### config.mk
export PLATFORM = sky130hd
export DESIGN_NAME = expression_lexer
export DESIGN_NICKNAME = d
export VERILOG_FILES = /design/src/exlex_pkg.sv /design/src/exlex_scan.sv /design/src/exlex_queue.sv /design/src/exlex_emit.sv /design/src/expression_lexer.sv
export SDC_FILE = /design/constraint.sdc
export NUM_CORES = 1
export LEC_CHECK = 0
export BUFFER_PORTS_ARGS = -buffer_cell sky130_fd_sc_hd__buf_2
export CAP_MARGIN = 20
export CORE_ASPECT_RATIO = 0.6
export CORE_UTILIZATION = 59
export DETAILED_ROUTE_END_ITERATION = 8
export PLACE_DENSITY_LB_ADDON = 0.2
export SYNTH_ARGS = -nofsm -noshare
export SYNTH_HDL_FRONTEND = slang
export SYNTH_HIERARCHICAL = 1
export SYNTH_SLANG_ARGS = --single-unit
### constraint.sdc
create_clock -name clock -period 5.76 [get_ports clock]
set_input_delay 0.288 -clock clock [delete_from_list [all_inputs] [get_ports clock]]
set_output_delay 0.288 -clock clock [all_outputs]
set_load 0.1 [all_outputs]
### src/exlex_pkg.sv
`default_nettype none
// ----------------------------------------------------------------------------
// Expression lexer package
// Shared widths, character codes, token and error codes, and the result and
// job records that travel from the scanner through the queue to the output.
// ----------------------------------------------------------------------------
package exlex_pkg;

   // Bounds on the string and on a single lexeme.
   localparam int unsigned MAX_STRING_LEN = 65535;
   localparam int unsigned MAX_LEXEME_LEN = 255;

   // Field widths.
   localparam int unsigned CHAR_W = 8;
   localparam int unsigned POS_W  = 16;
   localparam int unsigned LEN_W  = 8;

   // Depth of the job queue between the scanner and the output stage.
   localparam int unsigned QUEUE_DEPTH = 4;
   localparam int unsigned QPTR_W      = $clog2(QUEUE_DEPTH);

   // Character codes.
   localparam logic [CHAR_W-1:0] CH_NUL   = 8'h00;
   localparam logic [CHAR_W-1:0] CH_SPACE = 8'h20;
   localparam logic [CHAR_W-1:0] CH_OPEN  = 8'h28;
   localparam logic [CHAR_W-1:0] CH_CLOSE = 8'h29;
   localparam logic [CHAR_W-1:0] CH_STAR  = 8'h2A;
   localparam logic [CHAR_W-1:0] CH_PLUS  = 8'h2B;
   localparam logic [CHAR_W-1:0] CH_MINUS = 8'h2D;
   localparam logic [CHAR_W-1:0] CH_DOT   = 8'h2E;
   localparam logic [CHAR_W-1:0] CH_SLASH = 8'h2F;
   localparam logic [CHAR_W-1:0] CH_ZERO  = 8'h30;
   localparam logic [CHAR_W-1:0] CH_NINE  = 8'h39;
   localparam logic [CHAR_W-1:0] CH_EXP   = 8'h45;
   localparam logic [CHAR_W-1:0] CH_LOW_A = 8'h61;
   localparam logic [CHAR_W-1:0] CH_LOW_E = 8'h65;
   localparam logic [CHAR_W-1:0] CH_LOW_I = 8'h69;
   localparam logic [CHAR_W-1:0] CH_LOW_P = 8'h70;
   localparam logic [CHAR_W-1:0] CH_LOW_Z = 8'h7A;

   // Scanner phases.
   typedef enum logic [3:0] {
      PH_IDLE = 4'd0,
      PH_INT  = 4'd1,
      PH_DOT  = 4'd2,
      PH_FRAC = 4'd3,
      PH_EXPE = 4'd4,
      PH_EXPS = 4'd5,
      PH_EXP  = 4'd6,
      PH_WORD = 4'd7,
      PH_SKIP = 4'd8
   } phase_type;

   typedef enum logic [3:0] {
      TK_NUMBER   = 4'd0,
      TK_PLUS     = 4'd1,
      TK_MINUS    = 4'd2,
      TK_TIMES    = 4'd3,
      TK_DIVIDE   = 4'd4,
      TK_OPEN     = 4'd5,
      TK_CLOSE    = 4'd6,
      TK_FUNCTION = 4'd7,
      TK_KW_E     = 4'd8,
      TK_KW_PI    = 4'd9,
      TK_END      = 4'd10,
      TK_ERROR    = 4'd11
   } tok_kind_type;

   typedef enum logic [2:0] {
      ER_NONE        = 3'd0,
      ER_BAD_FRAC    = 3'd1,
      ER_BAD_EXP     = 3'd2,
      ER_AFTER_NUM   = 3'd3,
      ER_AFTER_KW    = 3'd4,
      ER_AFTER_FUNC  = 3'd5,
      ER_BAD_CHAR    = 3'd6,
      ER_TOO_LONG    = 3'd7
   } err_code_type;

   typedef struct packed {
      tok_kind_type     kind;
      logic [POS_W-1:0] start;
      logic [LEN_W-1:0] len;
      err_code_type     err;
      logic             done;
      logic             last;
   } result_type;

   // One character's worth of results: one or two.
   typedef struct packed {
      result_type first;
      result_type second;
      logic       two;
   } job_type;

   // Builds a result; the length saturates at the field's maximum.
   function automatic result_type make_result(
      input tok_kind_type     kind,
      input logic [POS_W-1:0] start,
      input logic [LEN_W:0]   len,
      input err_code_type     err
   );
      result_type r;
      r.kind  = kind;
      r.start = start;
      r.len   = len[LEN_W] ? {LEN_W{1'b1}} : len[LEN_W-1:0];
      r.err   = err;
      r.done  = (kind == TK_END) || (kind == TK_ERROR);
      r.last  = 1'b0;
      return r;
   endfunction

endpackage
`default_nettype wire

### src/exlex_scan.sv
`default_nettype none
// ----------------------------------------------------------------------------
// Expression lexer scanner
// Classifies each accepted character, steps the scan state machine and
// forms the one or two results that the character causes as one job.
// ----------------------------------------------------------------------------
module exlex_scan (
   input  wire logic                        clock,
   input  wire logic                        reset,
   input  wire logic                        accept,
   input  wire logic [exlex_pkg::CHAR_W-1:0] char_code,
   output exlex_pkg::job_type               job,
   output logic                             job_valid
);

   exlex_pkg::phase_type          phase_ff, phase_in;
   logic [exlex_pkg::POS_W-1:0]   start_ff, start_in;
   logic [exlex_pkg::LEN_W-1:0]   len_ff, len_in;
   logic [15:0]                   letters_ff, letters_in;
   logic [exlex_pkg::POS_W-1:0]   pos_ff, pos_in;

   // Character classes.
   logic                    c_nul, c_space, c_dig, c_low, c_op, c_follow;
   exlex_pkg::tok_kind_type c_op_kind;
   logic                    str_over, lex_over, kw_e, kw_pi;
   logic [exlex_pkg::LEN_W:0] len_inc;

   // Phase decisions.
   logic                    grow, pend, ph_fail, lex;
   exlex_pkg::phase_type    grow_ph;
   exlex_pkg::tok_kind_type pend_kind;
   exlex_pkg::err_code_type ph_err, a_err;
   logic                    a_fail, lex_end, lex_op, lex_bad, any_fail;

   exlex_pkg::result_type   res_a, res_b;
   logic                    a_v, b_v;

   always_comb begin
      c_nul     = (char_code == exlex_pkg::CH_NUL);
      c_space   = (char_code == exlex_pkg::CH_SPACE);
      c_dig     = (char_code >= exlex_pkg::CH_ZERO) && (char_code <= exlex_pkg::CH_NINE);
      c_low     = (char_code >= exlex_pkg::CH_LOW_A) && (char_code <= exlex_pkg::CH_LOW_Z);
      c_op      = 1'b1;
      c_op_kind = exlex_pkg::TK_NUMBER;
      unique case (char_code)
         exlex_pkg::CH_PLUS:  c_op_kind = exlex_pkg::TK_PLUS;
         exlex_pkg::CH_MINUS: c_op_kind = exlex_pkg::TK_MINUS;
         exlex_pkg::CH_STAR:  c_op_kind = exlex_pkg::TK_TIMES;
         exlex_pkg::CH_SLASH: c_op_kind = exlex_pkg::TK_DIVIDE;
         exlex_pkg::CH_OPEN:  c_op_kind = exlex_pkg::TK_OPEN;
         exlex_pkg::CH_CLOSE: c_op_kind = exlex_pkg::TK_CLOSE;
         default:             c_op      = 1'b0;
      endcase
      c_follow = c_space || c_nul || c_op;
      str_over = !c_nul && (32'(pos_ff) >= 32'(exlex_pkg::MAX_STRING_LEN));
      len_inc  = {1'b0, len_ff} + 1'b1;
      lex_over = 32'(len_inc) > 32'(exlex_pkg::MAX_LEXEME_LEN);
      kw_e     = (len_ff == 8'd1) && (letters_ff[15:8] == exlex_pkg::CH_LOW_E);
      kw_pi    = (len_ff == 8'd2) &&
                 (letters_ff == {exlex_pkg::CH_LOW_P, exlex_pkg::CH_LOW_I});
   end

   // What the current phase does with the character.
   always_comb begin
      grow      = 1'b0;
      grow_ph   = exlex_pkg::PH_IDLE;
      pend      = 1'b0;
      pend_kind = exlex_pkg::TK_NUMBER;
      ph_fail   = 1'b0;
      ph_err    = exlex_pkg::ER_NONE;
      lex       = 1'b0;
      if (phase_ff == exlex_pkg::PH_SKIP) begin
         ph_fail = 1'b0;
      end else if (str_over) begin
         ph_fail = 1'b1;
         ph_err  = exlex_pkg::ER_TOO_LONG;
      end else begin
         unique case (phase_ff)
            exlex_pkg::PH_INT, exlex_pkg::PH_FRAC, exlex_pkg::PH_EXP: begin
               priority if (c_dig) begin
                  grow    = 1'b1;
                  grow_ph = phase_ff;
               end else if (char_code == exlex_pkg::CH_DOT &&
                            phase_ff == exlex_pkg::PH_INT) begin
                  grow    = 1'b1;
                  grow_ph = exlex_pkg::PH_DOT;
               end else if (char_code == exlex_pkg::CH_EXP &&
                            phase_ff != exlex_pkg::PH_EXP) begin
                  grow    = 1'b1;
                  grow_ph = exlex_pkg::PH_EXPE;
               end else if (c_follow) begin
                  pend = 1'b1;
                  lex  = 1'b1;
               end else begin
                  ph_fail = 1'b1;
                  ph_err  = exlex_pkg::ER_AFTER_NUM;
               end
            end
            exlex_pkg::PH_DOT: begin
               if (c_dig) begin
                  grow    = 1'b1;
                  grow_ph = exlex_pkg::PH_FRAC;
               end else begin
                  ph_fail = 1'b1;
                  ph_err  = exlex_pkg::ER_BAD_FRAC;
               end
            end
            exlex_pkg::PH_EXPE: begin
               if (char_code == exlex_pkg::CH_PLUS || char_code == exlex_pkg::CH_MINUS) begin
                  grow    = 1'b1;
                  grow_ph = exlex_pkg::PH_EXPS;
               end else begin
                  ph_fail = 1'b1;
                  ph_err  = exlex_pkg::ER_BAD_EXP;
               end
            end
            exlex_pkg::PH_EXPS: begin
               if (c_dig) begin
                  grow    = 1'b1;
                  grow_ph = exlex_pkg::PH_EXP;
               end else begin
                  ph_fail = 1'b1;
                  ph_err  = exlex_pkg::ER_BAD_EXP;
               end
            end
            exlex_pkg::PH_WORD: begin
               priority if (c_low) begin
                  grow    = 1'b1;
                  grow_ph = exlex_pkg::PH_WORD;
               end else if (kw_e || kw_pi) begin
                  if (c_follow) begin
                     pend      = 1'b1;
                     pend_kind = kw_e ? exlex_pkg::TK_KW_E : exlex_pkg::TK_KW_PI;
                     lex       = 1'b1;
                  end else begin
                     ph_fail = 1'b1;
                     ph_err  = exlex_pkg::ER_AFTER_KW;
                  end
               end else if (char_code == exlex_pkg::CH_OPEN) begin
                  pend      = 1'b1;
                  pend_kind = exlex_pkg::TK_FUNCTION;
                  lex       = 1'b1;
               end else begin
                  ph_fail = 1'b1;
                  ph_err  = exlex_pkg::ER_AFTER_FUNC;
               end
            end
            exlex_pkg::PH_IDLE: lex = 1'b1;
            default:            lex = 1'b0;
         endcase
      end
      a_fail   = ph_fail || (grow && lex_over);
      a_err    = ph_fail ? ph_err : exlex_pkg::ER_TOO_LONG;
      lex_end  = lex && c_nul;
      lex_op   = lex && c_op;
      lex_bad  = lex && !c_nul && !c_op && !c_dig && !c_low && !c_space;
      any_fail = a_fail || lex_bad;
   end

   // Next state.
   always_comb begin
      phase_in   = phase_ff;
      start_in   = start_ff;
      len_in     = len_ff;
      letters_in = letters_ff;
      pos_in     = pos_ff;
      if (phase_ff == exlex_pkg::PH_SKIP) begin
         if (c_nul) begin
            phase_in = exlex_pkg::PH_IDLE;
            pos_in   = '0;
         end
      end else begin
         if (any_fail) begin
            phase_in   = c_nul ? exlex_pkg::PH_IDLE : exlex_pkg::PH_SKIP;
            len_in     = '0;
            letters_in = '0;
         end else if (grow) begin
            phase_in = grow_ph;
            len_in   = len_inc[exlex_pkg::LEN_W-1:0];
            if (phase_ff == exlex_pkg::PH_WORD && len_ff == 8'd1) begin
               letters_in[7:0] = char_code;
            end
         end else if (lex) begin
            phase_in   = exlex_pkg::PH_IDLE;
            len_in     = '0;
            letters_in = '0;
            if (c_dig) begin
               phase_in = exlex_pkg::PH_INT;
               start_in = pos_ff;
               len_in   = 8'd1;
            end else if (c_low) begin
               phase_in   = exlex_pkg::PH_WORD;
               start_in   = pos_ff;
               len_in     = 8'd1;
               letters_in = {char_code, 8'h00};
            end
         end
         if (!any_fail || c_nul) begin
            if (c_nul) begin
               phase_in   = exlex_pkg::PH_IDLE;
               len_in     = '0;
               letters_in = '0;
               pos_in     = '0;
            end else begin
               pos_in = pos_ff + 1'b1;
            end
         end
      end
   end

   // Results of this character.
   always_comb begin
      res_a = exlex_pkg::make_result(pend_kind, start_ff, {1'b0, len_ff}, exlex_pkg::ER_NONE);
      if (a_fail) begin
         if (str_over) begin
            res_a = exlex_pkg::make_result(exlex_pkg::TK_ERROR, pos_ff, 9'd1,
                                           exlex_pkg::ER_TOO_LONG);
         end else begin
            res_a = exlex_pkg::make_result(exlex_pkg::TK_ERROR, start_ff, len_inc, a_err);
         end
      end
      a_v = a_fail || pend;

      res_b = exlex_pkg::make_result(c_op_kind, pos_ff, 9'd1, exlex_pkg::ER_NONE);
      if (lex_end) begin
         res_b = exlex_pkg::make_result(exlex_pkg::TK_END, pos_ff, 9'd1, exlex_pkg::ER_NONE);
      end else if (lex_bad) begin
         res_b = exlex_pkg::make_result(exlex_pkg::TK_ERROR, pos_ff, 9'd1,
                                        exlex_pkg::ER_BAD_CHAR);
      end
      b_v = lex_end || lex_op || lex_bad;

      if (a_v) begin
         job.first  = res_a;
         job.second = res_b;
         job.two    = b_v;
      end else begin
         job.first  = res_b;
         job.second = res_b;
         job.two    = 1'b0;
      end
      if (job.two) begin
         job.second.last = 1'b1;
      end else begin
         job.first.last = 1'b1;
      end
      job_valid = accept && (a_v || b_v);
   end

   always_ff @(posedge clock) begin
      if (reset) begin
         phase_ff   <= exlex_pkg::PH_IDLE;
         start_ff   <= '0;
         len_ff     <= '0;
         letters_ff <= '0;
         pos_ff     <= '0;
      end else if (accept) begin
         phase_ff   <= phase_in;
         start_ff   <= start_in;
         len_ff     <= len_in;
         letters_ff <= letters_in;
         pos_ff     <= pos_in;
      end
   end

endmodule
`default_nettype wire

### src/exlex_queue.sv
`default_nettype none
// ----------------------------------------------------------------------------
// Expression lexer job queue
// A short first-in first-out queue of jobs between scanner and output stage.
// ----------------------------------------------------------------------------
module exlex_queue (
   input  wire logic               clock,
   input  wire logic               reset,
   input  wire logic               wr_en,
   input  exlex_pkg::job_type      wr_job,
   output logic                    q_full,
   input  wire logic               rd_en,
   output exlex_pkg::job_type      rd_job,
   output logic                    q_empty
);

   exlex_pkg::job_type                slot_ff [exlex_pkg::QUEUE_DEPTH];
   logic [exlex_pkg::QPTR_W-1:0]      wr_ptr_ff, wr_ptr_in;
   logic [exlex_pkg::QPTR_W-1:0]      rd_ptr_ff, rd_ptr_in;
   logic [exlex_pkg::QPTR_W:0]        count_ff, count_in;

   always_comb begin
      q_full  = (count_ff == (exlex_pkg::QPTR_W+1)'(exlex_pkg::QUEUE_DEPTH));
      q_empty = (count_ff == '0);
      rd_job  = slot_ff[rd_ptr_ff];

      wr_ptr_in = wr_ptr_ff;
      rd_ptr_in = rd_ptr_ff;
      if (wr_en) begin
         wr_ptr_in = (wr_ptr_ff == exlex_pkg::QPTR_W'(exlex_pkg::QUEUE_DEPTH - 1)) ?
                     '0 : wr_ptr_ff + 1'b1;
      end
      if (rd_en) begin
         rd_ptr_in = (rd_ptr_ff == exlex_pkg::QPTR_W'(exlex_pkg::QUEUE_DEPTH - 1)) ?
                     '0 : rd_ptr_ff + 1'b1;
      end
      count_in = count_ff + {{exlex_pkg::QPTR_W{1'b0}}, wr_en}
                          - {{exlex_pkg::QPTR_W{1'b0}}, rd_en};
   end

   always_ff @(posedge clock) begin
      if (wr_en) begin
         slot_ff[wr_ptr_ff] <= wr_job;
      end
   end

   always_ff @(posedge clock) begin
      if (reset) begin
         wr_ptr_ff <= '0;
         rd_ptr_ff <= '0;
         count_ff  <= '0;
      end else begin
         wr_ptr_ff <= wr_ptr_in;
         rd_ptr_ff <= rd_ptr_in;
         count_ff  <= count_in;
      end
   end

endmodule
`default_nettype wire

### src/exlex_emit.sv
`default_nettype none
// ----------------------------------------------------------------------------
// Expression lexer output stage
// Takes jobs from the queue and hands their results out one beat at a time
// from an output register, with a second register for a job's second result.
// ----------------------------------------------------------------------------
module exlex_emit (
   input  wire logic             clock,
   input  wire logic             reset,
   input  wire logic             q_empty,
   input  exlex_pkg::job_type    q_job,
   output logic                  q_rd,
   output exlex_pkg::result_type out_res,
   output logic                  out_empty,
   input  wire logic             out_pop
);

   exlex_pkg::result_type out_ff, out_in;
   exlex_pkg::result_type second_ff, second_in;
   logic                  out_v_ff, out_v_in;
   logic                  second_v_ff, second_v_in;
   logic                  free;

   always_comb begin
      free        = !out_v_ff || out_pop;
      q_rd        = free && !second_v_ff && !q_empty;
      out_in      = out_ff;
      second_in   = second_ff;
      out_v_in    = out_v_ff && !out_pop;
      second_v_in = second_v_ff;
      if (free) begin
         if (second_v_ff) begin
            out_in      = second_ff;
            out_v_in    = 1'b1;
            second_v_in = 1'b0;
         end else if (!q_empty) begin
            out_in      = q_job.first;
            out_v_in    = 1'b1;
            second_in   = q_job.second;
            second_v_in = q_job.two;
         end
      end
      out_res   = out_ff;
      out_empty = !out_v_ff;
   end

   always_ff @(posedge clock) begin
      out_ff    <= out_in;
      second_ff <= second_in;
   end

   always_ff @(posedge clock) begin
      if (reset) begin
         out_v_ff    <= 1'b0;
         second_v_ff <= 1'b0;
      end else begin
         out_v_ff    <= out_v_in;
         second_v_ff <= second_v_in;
      end
   end

endmodule
`default_nettype wire

### src/expression_lexer.sv
`default_nettype none
// ----------------------------------------------------------------------------
// Expression lexer
// Character-serial lexer for arithmetic expressions with queue interfaces.
// ----------------------------------------------------------------------------
// The block takes one character per beat on the input queue (push/full) and
// returns tokens on the result queue (empty/pop), each with its start index
// and length. It accepts one character every clock cycle as long as the
// internal job queue has room. The first result of a character goes into the
// job queue and then into the output register before it shows on the result
// ports. A character can close a pending number or word and then be a token
// itself, so it may cause two results. The output stage hands out one result
// per cycle while results are popped, so a run of such characters fills the
// four-job queue, and full then follows the rate at which results are popped.
// The flag run_last marks the last result of each character, and string_done
// marks the end token and any error. After an error, characters up to the zero
// terminator are swallowed without results, and the next string starts again
// at index zero.
// ----------------------------------------------------------------------------
module expression_lexer (
   input  wire logic                         clock,
   input  wire logic                         reset,
   // Input queue.
   input  wire logic                         push,
   output logic                              full,
   input  wire logic [exlex_pkg::CHAR_W-1:0] req_char_code,
   // Result queue.
   output logic                              empty,
   input  wire logic                         pop,
   output logic [3:0]                        rsp_token_kind,
   output logic [exlex_pkg::POS_W-1:0]       rsp_start_pos,
   output logic [exlex_pkg::LEN_W-1:0]       rsp_lexeme_len,
   output logic [2:0]                        rsp_error_code,
   output logic                              rsp_string_done,
   output logic                              rsp_run_last
);

   // A character is taken whenever the job queue can hold its results.
   logic                  accept;
   logic                  q_full, q_empty, q_rd, job_valid;
   exlex_pkg::job_type    job, q_job;
   exlex_pkg::result_type out_res;

   assign full   = q_full;
   assign accept = push && !q_full;

   // Front: classify the character and step the scan state machine.
   exlex_scan u_scan (
      .clock     (clock),
      .reset     (reset),
      .accept    (accept),
      .char_code (req_char_code),
      .job       (job),
      .job_valid (job_valid)
   );

   // Characters that only extend a lexeme, or spaces that close none, leave no job.
   exlex_queue u_queue (
      .clock   (clock),
      .reset   (reset),
      .wr_en   (job_valid),
      .wr_job  (job),
      .q_full  (q_full),
      .rd_en   (q_rd),
      .rd_job  (q_job),
      .q_empty (q_empty)
   );

   // Back: hand out results one beat at a time.
   exlex_emit u_emit (
      .clock     (clock),
      .reset     (reset),
      .q_empty   (q_empty),
      .q_job     (q_job),
      .q_rd      (q_rd),
      .out_res   (out_res),
      .out_empty (empty),
      .out_pop   (pop)
   );

   assign rsp_token_kind  = out_res.kind;
   assign rsp_start_pos   = out_res.start;
   assign rsp_lexeme_len  = out_res.len;
   assign rsp_error_code  = out_res.err;
   assign rsp_string_done = out_res.done;
   assign rsp_run_last    = out_res.last;

endmodule
`default_nettype wire

After elaboration in Yosys (flattened, before gate mapping):

Memory sizes are Yosys's and may differ from the RTL's. A register that Yosys moved wholly into a read port is not among the register bits.
Index checks and enable logic that the tools add are counted.

* $add $sub $neg: 6
* $lt $le $gt $ge: 6
* eq/ne operators: 31
* multiplexer cells: 119
* bitwise logic cells: 5
* reductions and logical operators: 60

Operator list (count)
* 16-bit two-way mux: 12
* 33-bit two-way mux: 5
* 8-bit two-way mux: 10
* 4-bit two-way mux: 18
* 67-bit two-way mux: 1
* 8-bit by 6-bit equality test with 1-bit output, second input constant: 8
* 1-bit two-way mux: 43
* 3-bit two-way mux: 14
* 29-bit two-way mux: 1
* 1-bit logical AND: 21
* 4-bit one-hot mux with 5 select lines: 1
* 3-bit one-hot mux with 6 select lines: 1
* 16-bit by 1-bit adder with 16-bit output, second input constant: 1
* 16-bit by 15-bit equality test with 1-bit output, second input constant: 1
* 4-bit by 3-bit equality test with 1-bit output, second input constant: 4
* 8-bit by 7-bit equality test with 1-bit output, second input constant: 2
* 16-bit >= comparator, second input constant: 1
* 2-bit two-way mux: 8
* 3-bit one-hot mux with 5 select lines: 1
* 1-bit logical OR: 14
* 4-bit equality test, second input constant: 3
* 1-bit logical NOT: 11
* 8-bit by 1-bit adder with 9-bit output, second input constant: 1
* 9-bit by 8-bit > comparator with 1-bit output, second input constant: 1
* 31 further kinds: 44

* register bits: 135
* memory bits (writable): 268
* input bits: 12
* word-level logic and storage cells: 250
* memories: 1

Memory list
* u_queue.slot_ff: depth 4, width 67, rd ports 1, clocked after memory_dff 1, wr ports 1, RTL line exlex_queue.sv:17 `exlex_pkg::job_type slot_ff [exlex_pkg::QUEUE_DEPTH];`

Depth between registers and ports, before layout:

Gate-level depths: netlist (run 1).

* depth after elaboration: 21
* depth in mapped cells: 16

Cells and area by module:

The synthesis (run 1) kept the hierarchy.

Modules (own cells, without submodules)
* exlex_queue: instances 1, cells each 393, area an instance 10156.0 sq um, sequential area each 8227.9 sq um
* exlex_scan: instances 1, cells each 519, area an instance 4170.2 sq um, sequential area each 1201.2 sq um
* exlex_emit: instances 1, cells each 116, area an instance 2509.9 sq um, sequential area each 2021.9 sq um
* expression_lexer: instances 1, cells each 1, area an instance 13.8 sq um, sequential area each 0.0 sq um

Least setup slack after synthesis (run 1):

No wires, ideal clock.

* path kind: input port to flip-flop
* start point: input req_char_code[0] in the netlist's numbering
* end point: memory u_queue/slot_ff[0][0] in the netlist's numbering, enable pin
* library setup time: 0.432 ns
* data arrival time: 4.200 ns
* required time: 5.328 ns
* path slack: 1.128 ns
* stages on the path: 13
* path buffers: 4
* cell sequence: buf_6 or3_4 buf_6 or3_1 buf_6 a31oi_4 and2_1 buf_6 a21oi_4 nor2_1 a21o_1 o21a_1 and2_1

* longest elaborated chain between the ends: 21

Ends and longest elaborated chain
* start, declared: RTL line expression_lexer.sv:26 `input wire logic [exlex_pkg::CHAR_W-1:0] req_char_code,`
* 8-bit by 6-bit equality test with 1-bit output (on tied branches): RTL line exlex_scan.sv:45, exlex_scan.sv:109, exlex_scan.sv:139
* 6-bit OR reduction (no line)
* 1-bit two-way mux: RTL line exlex_scan.sv:45 `unique case (char_code)`
* 1-bit logical OR: RTL line exlex_scan.sv:54 `c_follow = c_space || c_nul || c_op;`
* 1-bit two-way mux: RTL line exlex_scan.sv:91, exlex_scan.sv:131
* 1-bit two-way mux: RTL line exlex_scan.sv:87 `end else if (char_code == exlex_pkg::CH_EXP &&`
* 1-bit two-way mux: RTL line exlex_scan.sv:83 `end else if (char_code == exlex_pkg::CH_DOT &&`
* 1-bit two-way mux: RTL line exlex_scan.sv:80 `priority if (c_dig) begin`
* [2 not listed]
* 1-bit two-way mux: RTL line exlex_scan.sv:72 `if (phase_ff == exlex_pkg::PH_SKIP) begin`
* 1-bit logical AND (5 in a row): RTL line exlex_scan.sv:156 `lex_bad = lex && !c_nul && !c_op && !c_dig && !c_low && !c_space;`
* 1-bit logical OR: RTL line exlex_scan.sv:231 `b_v = lex_end || lex_op || lex_bad;`
* 1-bit logical OR *: RTL line exlex_scan.sv:247 `job_valid = accept && (a_v || b_v);`
* 1-bit logical AND *: RTL line exlex_scan.sv:247
* named net job_valid: RTL line expression_lexer.sv:40 `logic q_full, q_empty, q_rd, job_valid;`
* 1-bit two-way mux *: RTL line exlex_queue.sv:42 `if (wr_en) begin`
* 1-bit two-way mux (not written as such) *: RTL line exlex_queue.sv:43 `slot_ff[wr_ptr_ff] <= wr_job;`
* end, declared: RTL line exlex_queue.sv:17

Mark *: on every way through the listed nets, which the timed path passes. The rest lies on a longest branch.

Worst setup path in the final report (run 1):

* start point: register u_scan/len_ff[2] in the netlist's numbering
* end point: memory u_queue/slot_ff[1][50] in the netlist's numbering, enable pin

* longest elaborated chain between the ends: 18

Ends and longest elaborated chain
* start, declared: RTL line exlex_scan.sv:18 `logic [exlex_pkg::LEN_W-1:0] len_ff, len_in;`
* start signal, assigned: RTL line exlex_scan.sv:260 `len_ff <= len_in;`
* parallel branches: the longest is 14 deep, another holds 8-bit by 1-bit adder with 9-bit output
* 1-bit logical OR *: RTL line exlex_scan.sv:247
* 1-bit logical AND *: RTL line exlex_scan.sv:247
* named net job_valid: RTL line expression_lexer.sv:40
* 1-bit two-way mux *: RTL line exlex_queue.sv:42
* 1-bit two-way mux (not written as such) *: RTL line exlex_queue.sv:43

Mark *: on every way through the listed nets, which the timed path passes.

==> reports/results.tsv, run 1 <==
stage	metric	value	unit
cts	clk_pin_slew_worst_paths	0.07	ns
placed_design	gp_congestion	0.9412	
yosys	async_flop_share	0	
yosys	synth_compound_area_frac	0.06289	
power_and_ir_drop	p_leak	6.220	nW
cts	cts_root_buf	clkbuf_16	
cts	clockBufferDepth	3	
layout	diodes	0	
drt	wl_per_cell	23.81	um
power_and_ir_drop	power_frac_clock	0.266	
layout	fin_cells	1473	
yosys	syn_area_per_cell	16.38	um2
sta	finalSetupTns	0	ns
setup_path	arrival	4.78	ns
grt	grt_usage	0.2471	
power_and_ir_drop	netSwitchingPower	3.075	mW
power_and_ir_drop	power_switching_share	0.3403	
drt	via_count	9316	
power_and_ir_drop	ir_drop	0.0004020	V
sta	clock.fmax	219.0	MHz
setup_path	reg2reg_from	u_scan/len_ff[2]$_SDFFE_PP0P_	
yosys	synth.cell_area	16850	um2
run_status	run_status	finished with violations	
cts	cts_num_sinks	405	
power_and_ir_drop	power_density	487.7	nW/um2
run	maxCapViolCount	0	
drt	dr.pass1.iters	7	
cts	postCtsSetupBuffers	0	
yosys	synth_seq_cells	405	
setup_path	critPathMaxStageDelay	0.63	ns
die	dieArea	29260	um2
grt	grt_pass1_wl	53250	um
die	die_y	132.9	um
layout	area_growth	9.958	%
yosys	synth_xor_area_frac	0.004010	
worst_hold_path	hold_path.class	in2reg	
die	num_rows	47	
sta	rsz0062_at_grt	no	
setup_path	critPathLaunch	u_scan/len_ff[2]$_SDFFE_PP0P_	
setup_path	cp_top_family	simple AND/OR/NAND/NOR gates	
power_and_ir_drop	p_seq_frac	0.445	
drt	drtIter0Drc	953	
cts	ctsHoldBuffers	0	
cts	clock_latency	0.54	ns
yosys	synth_fa_ha_area_frac	0.009356	
cts	ctsHtreeMaxLevel	2	
yosys	synthMuxAreaShare	0.1342	
yosys	synth_flop_cell	edfxtp_1	
power_and_ir_drop	internal_power	5.961	mW
grt	grt_pass1_vias	8685	
yosys	synth_top_family_by_area	multiplexers	
layout	nFillCells	1913	
die	die_w	220.2	um
cts	cts_tree	yes	
sta	fin_crit_sh	0.7928	
setup_path	cp-end-kind	flip-flop	
worst_hold_path	min_from	req_char_code[4]	
cts	cts_resized	0	
yosys	yosys_warnings	6	
drt	wl	35070	um
yosys	synthSimpleGateAreaFrac	0.07997	
run_status	violations	design-rule violations	
yosys	ys_types	90	
yosys	synth_enable_flop_cells	334	
setup_path	worstPathCellList	nor4_1 -> and4_1 -> a21oi_1 -> nor2_1 -> a21oi_4 -> nor2_1 -> a21o_1 -> o21a_1 -> and2_4 -> buf_12	
placed_design	post-place-ws	1.117	ns
layout	drive_above_1_share	0.2414	
placed_design	port_buffers	46	
drt	antenna_left	0	
setup_path	critPathKind	reg2reg	
sta	worstMarginPinSlew	0.9994	ns
sta	maxSlewHeadroom	0.3282	
sta	final-hold-violation-count	0	
placed_design	dp.cells	1408	
grt	grt_max_degree	43	
setup_path	worstPathMaxFanout	36	
placed_design	dp_hpwl	22260	um
die	io-pin-count	47	
layout	finalNetCount	1103	
drt	vias_per_cell	6.325	
setup_path	crit_buf_inv	1	
yosys	synthCells	1029	
setup_path	critPathMostFrequentCell	nor2_1	
sta	timing.final.max_slew_violations	0	
layout	post-route-util	0.6661	
power_and_ir_drop	comb_power_share	0.288	
drt	drc	8	
grt	grt-ovfl-total	0	
setup_path	startpoint_type	flip-flop	
yosys	ys_seq_area_frac	0.6796	
sta	skew	0.02172	ns
die	start_util	0.6058	
sta	final.min_clock_period	4.567	ns
sta	setup_ws	1.193	ns
setup_path	crit_slowest_cell	nor4_1	
sta	setup_viol	0	
cts	cts-buffers-inserted	36	
setup_path	required	5.98	ns
grt	antenna_found_initial	0	
die	core	27820	um2
==> final timing paths <==
| path | slack [ns] | endpoint | depth (start not counted) |
|---|---|---|---|
| worst max-delay path | 1.19 | u_queue/slot_ff[1][50]$_DFFE_PP_ | 10 |
| worst min-delay path | 0.07 | u_scan/letters_ff[4]$_SDFFE_PP0P_ | 2 |
| worst max register to register | 1.19 | u_queue/slot_ff[1][50]$_DFFE_PP_ | 10 |
| worst min register to register | 0.44 | u_scan/letters_ff[5]$_SDFFE_PP0P_ | 1 |
==> metal layers <==
layer  track usage  up-vias  part of all wire
met2        0.3111      421              0.40
met1        0.4281     4707              0.49
met5             0        -                 0
li1              -     4147                 -
met3       0.05977       41             0.096
met4       0.04751        0             0.014
==> cells in the final DEF, fill, tap and decap left out, drive strengths merged, types with 7 or more instances in the layout <==
cell,count
nand4,8
clkinv,7
mux4,67
mux2i,20
nand2,43
inv,17
a31oi,13
clkbuf,51
dfxtp,71
a21o,11
edfxtp,334
nor2,63
buf,65
nand2b,8
nor2b,10
nand3,22
a21oi,24
and3,20
o21ai,42
and2,12
conb,9
nor3,20
mux2,49
a22o,14
ha,11
==> worst reg2reg max path, delay by kind of cell (launching register included) <==
| family | cells | cell delay [ns] |
|---|---|---|
| AO/OA/AOI/OAI | 4 | 0.83 |
| buffers and inverters | 1 | 0.33 |
| flip-flops | 1 | 0.40 |
| AND/OR/NAND/NOR | 5 | 2.65 |
==> Yosys cell counts, types with 3 or more instances <==
cell,n,area share
nand4_1,8,0.0030
clkbuf_1,16,0.0036
inv_1,14,0.0031
a21o_1,11,0.0049
a22o_1,13,0.0068
and3_1,20,0.0074
nand2b_1,8,0.0030
a211oi_1,4,0.0018
nand3_1,22,0.0065
and2_1,11,0.0041
buf_1,3,0.00067
mux2_2,42,0.028
buf_2,10,0.0030
mux4_2,67,0.090
buf_12,4,0.0048
buf_4,17,0.0076
a21oi_1,23,0.0068
nor2_1,62,0.014
o21ai_0,39,0.012
a31o_2,3,0.0016
o21a_1,5,0.0022
ha_1,11,0.0082
a311oi_1,4,0.0021
nor4bb_1,5,0.0030
mux2i_1,20,0.012
dfxtp_1,71,0.084
nand2_1,42,0.0094
nor3b_1,3,0.0013
a31oi_1,11,0.0041
xnor2_1,3,0.0016
o31ai_1,3,0.0013
nor2b_1,9,0.0033
edfxtp_1,334,0.60
buf_6,9,0.0060
nor3_1,18,0.0053
o22ai_1,5,0.0019
mux2_1,7,0.0047
nor4b_1,4,0.0021
nor4_1,3,0.0011
==> stage by stage <==
| step | hold slack (ns) | instance area [um2] | power (mW) |
|---|---|---|---|
| 2_1_floorplan | 0.3571 | 16880 | 6.159 |
| 5_1_grt | 0.09133 | 18530 | 9.369 |
| 3_5_place_dp | 0.4324 | 17350 | 6.703 |
| 6_report | 0.07182 | 18530 | 9.036 |
| 4_1_cts | 0.05685 | 18530 | 9.111 |
| 3_3_place_gp | 0.4303 | 17350 | 6.665 |
==> power groups by stage <==
stage          Clock [mW]  Combinational [mW]  Sequential [mW]
6_report             2.41                2.61             4.02
2_1_floorplan           0                1.31             4.85
3_3_place_gp            0                2.59             4.08
5_1_grt              2.55                2.73             4.08
3_5_place_dp            0                2.61             4.09
4_1_cts              2.45                2.62             4.04
==> cell families after synthesis <==
group	Yosys count
simple gates	245
buf+inv	74
flops	405
mux	136
compound gates	149
xor+xnor	6
other cells	2
fa+ha+maj	12
==> final cells by class <==
cell class | instances | area (um2) | area share
sequential | 405 | 11460 | 0.6185
multi-input combinational | 557 | 4954 | 0.2674
clock buffer | 51 | 1007 | 0.05436
tap | 367 | 459.2 | 0.02478
timing repair buffer | 65 | 422.9 | 0.02283
clock inverter | 14 | 172.7 | 0.009319
inverter | 14 | 52.55 | 0.002836
==> registers in the layout (all words and copies together) (netlist names), 2 cells and up, named ones only <==
signal and cells:
u_emit/out_res 33, u_emit/second_ff 33, u_queue/count_ff 3, u_queue/rd_ptr_ff 2, u_queue/slot_ff 268, u_queue/wr_ptr_ff 2, u_scan/len_ff 8, u_scan/letters_ff 16
u_scan/phase_ff 4, u_scan/pos_ff 16, u_scan/start_ff 16
Power figures use the tool's default switching activity.
==> run 2: changes to the inputs <==
- clock period: 5.76 -> 4.68 ns (I/O delays scaled with it)
==> run 2 against run 1 <==
Against the previous run: the flow still finishes with violations (design-rule violations); combinational power grew 20%; wire length shrank 0.66%; largest power group unchanged; critical path type unchanged; first-iteration DRC count grew 12%; setup slack lost 0.83 ns; register-to-register slack lost 0.83 ns; critical path depth grew 2.
==> reports/results.tsv, run 2 (same netlist as run 1, synthesis figures left out) <==
stage	metric	value	unit
run_status	violations	design-rule violations	
die	start_util	0.6058	
die	core	27820	um2
power_and_ir_drop	p_leak	6.308	nW
layout	post-route-util	0.6728	
layout	regMostFlops	u_queue/slot_ff	
worst_hold_path	hold_path.class	in2reg	
placed_design	postPlaceCellArea	17470	um2
run	maxCapViolCount	0	
die	num_rows	47	
cts	postCtsSetupBuffers	0	
drt	drtIter0Drc	1071	
setup_path	critPathMostFrequentCell	nor2_1	
setup_path	crit_cells	12	
worst_hold_path	worstHoldPathCells	2	
cts	clockBufferDepth	3	
run_status	run_status	finished with violations	
sta	finalSetupTns	0	ns
power_and_ir_drop	power_density	598.2	nW/um2
cts	cts_root_buf	clkbuf_16	
cts	clock_latency	0.54	ns
grt	grt_pass1_vias	8931	
cts	cts_resized	0	
sta	holdWs	0.02592	ns
cts	cts_tree	yes	
layout	fin_cells	1490	
setup_path	startpoint_type	flip-flop	
die	die_y	132.9	um
drt	wl	34840	um
die	io-pin-count	47	
grt	grt_usage	0.2474	
layout	final_common_cell	edfxtp_1	
setup_path	critPathKind	reg2reg	
sta	timing.final.max_slew_violations	0	
power_and_ir_drop	p_total	11.20	mW
drt	vias_per_cell	6.315	
sta	setup_viol	0	
cts	cts-buffers-inserted	38	
setup_path	reg2reg_from	u_scan/len_ff[2]$_SDFFE_PP0P_	
placed_design	dp.cells	1419	
setup_path	reg2reg_slack	0.37	ns
drt	antenna_left	0	
power_and_ir_drop	ir_drop	0.0006518	V
layout	drive_above_1_share	0.2476	
drt	wl_per_cell	23.38	um
setup_path	required	5.09	ns
layout	finish.instance_area	18710	um2
layout	diodes	0	
setup_path	critPathMaxStageDelay	0.63	ns
die	die_w	220.2	um
drt	via_count	9410	
placed_design	dp_hpwl	21450	um
sta	clock.fmax	231.9	MHz
sta	skew	0.01755	ns
sta	setup_ws	0.3682	ns
setup_path	cp_top_family	simple AND/OR/NAND/NOR gates	
sta	maxSlewHeadroom	0.3492	
drt	drc	3	
setup_path	crit_slowest_cell	nor4_1	
setup_path	r2r_end	u_queue/count_ff[2]$_SDFF_PP0_	
layout	finalNetCount	1117	
sta	rsz0062_at_grt	no	
die	dieArea	29260	um2
placed_design	post-place-ws	0.4901	ns
grt	grt_max_degree	50	
sta	worstMarginPinSlew	0.9762	ns
layout	largest_reg_flops	268	
layout	final_cell_mix	edfxtp_1, dfxtp_1, mux4_2, nor2_1, buf_2	
sta	final.min_clock_period	4.312	ns
placed_design	port_buffers	46	
grt	grt_pass1_wl	53770	um
setup_path	arrival	4.72	ns
grt	grt-ovfl-total	0	
sta	fin_crit_sh	0.9213	
layout	area_growth	11.06	%
setup_path	cp-end-kind	flip-flop	
setup_path	crit_buf_inv	0	
drt	dr.pass1.iters	7	
cts	clk_pin_slew_worst_paths	0.07	ns
placed_design	gp_congestion	0.9655	
cts	ctsHoldBuffers	1	
setup_path	worstPathMaxFanout	10	
setup_path	critPathLaunch	u_scan/len_ff[2]$_SDFFE_PP0P_	
sta	final-hold-violation-count	0	
cts	ctsHtreeMaxLevel	2	
grt	antenna_found_initial	0	
cts	cts_num_sinks	405	
setup_path	r2r_cells	12	
setup_path	worstSetupEndpoint	u_queue/count_ff[2]$_SDFF_PP0_	
setup_path	worstPathCellList	nor4_1 -> and4_1 -> a21oi_1 -> o21ai_0 -> a31oi_1 -> nor2_1 -> nand2_1 -> o21a_1 -> ha_1 -> fa_1 -> xor3_1 -> nor2_1	
layout	nFillCells	1873	
## run 2: how the worst min path moves through the flow
| stage | startpoint | to | slack, ns |
|---|---|---|---|
| 3_3_place_gp | u_scan/letters_ff[13]$_SDFFE_PP0P_ | u_scan/letters_ff[13]$_SDFFE_PP0P_ | 0.43 |
| 4_1_cts | req_char_code[3] | u_scan/letters_ff[3]$_SDFFE_PP0P_ | 0.007 |
| 5_1_grt | req_char_code[4] | u_scan/letters_ff[4]$_SDFFE_PP0P_ | 0.04 |
| 3_5_place_dp | u_scan/letters_ff[5]$_SDFFE_PP0P_ | u_scan/letters_ff[5]$_SDFFE_PP0P_ | 0.44 |
| 2_1_floorplan | reset | u_queue/wr_ptr_ff[0]$_SDFFE_PP0P_ | 0.30 |
| 6_report | req_char_code[3] | u_scan/letters_ff[3]$_SDFFE_PP0P_ | 0.03 |
## run 2: layout make-up
class,instances,area [um2],share of cell area
sequential,405,11460,0.6124
multi-input combinational,557,4954,0.2647
clock buffer,51,1031,0.05509
timing repair buffer,77,553.0,0.02955
tap,367,459.2,0.02454
clock inverter,19,205.2,0.01096
inverter,14,52.55,0.002808
## run 2: power by group
part	total [mW]	internal, mW	switching, mW
Sequential	4.99	4.68	0.314
Combinational	3.14	0.994	2.15
Clock	3.06	1.74	1.32
## run 2: metal layers
metal | GRT usage | vias up | routed length (um)
li1 | - | 4177 | -
met1 | 0.4148 | 4712 | 16850
met2 | 0.3202 | 458 | 14020
met3 | 0.05586 | 63 | 3222
met4 | 0.06590 | 0 | 744
met5 | 0 | - | 0
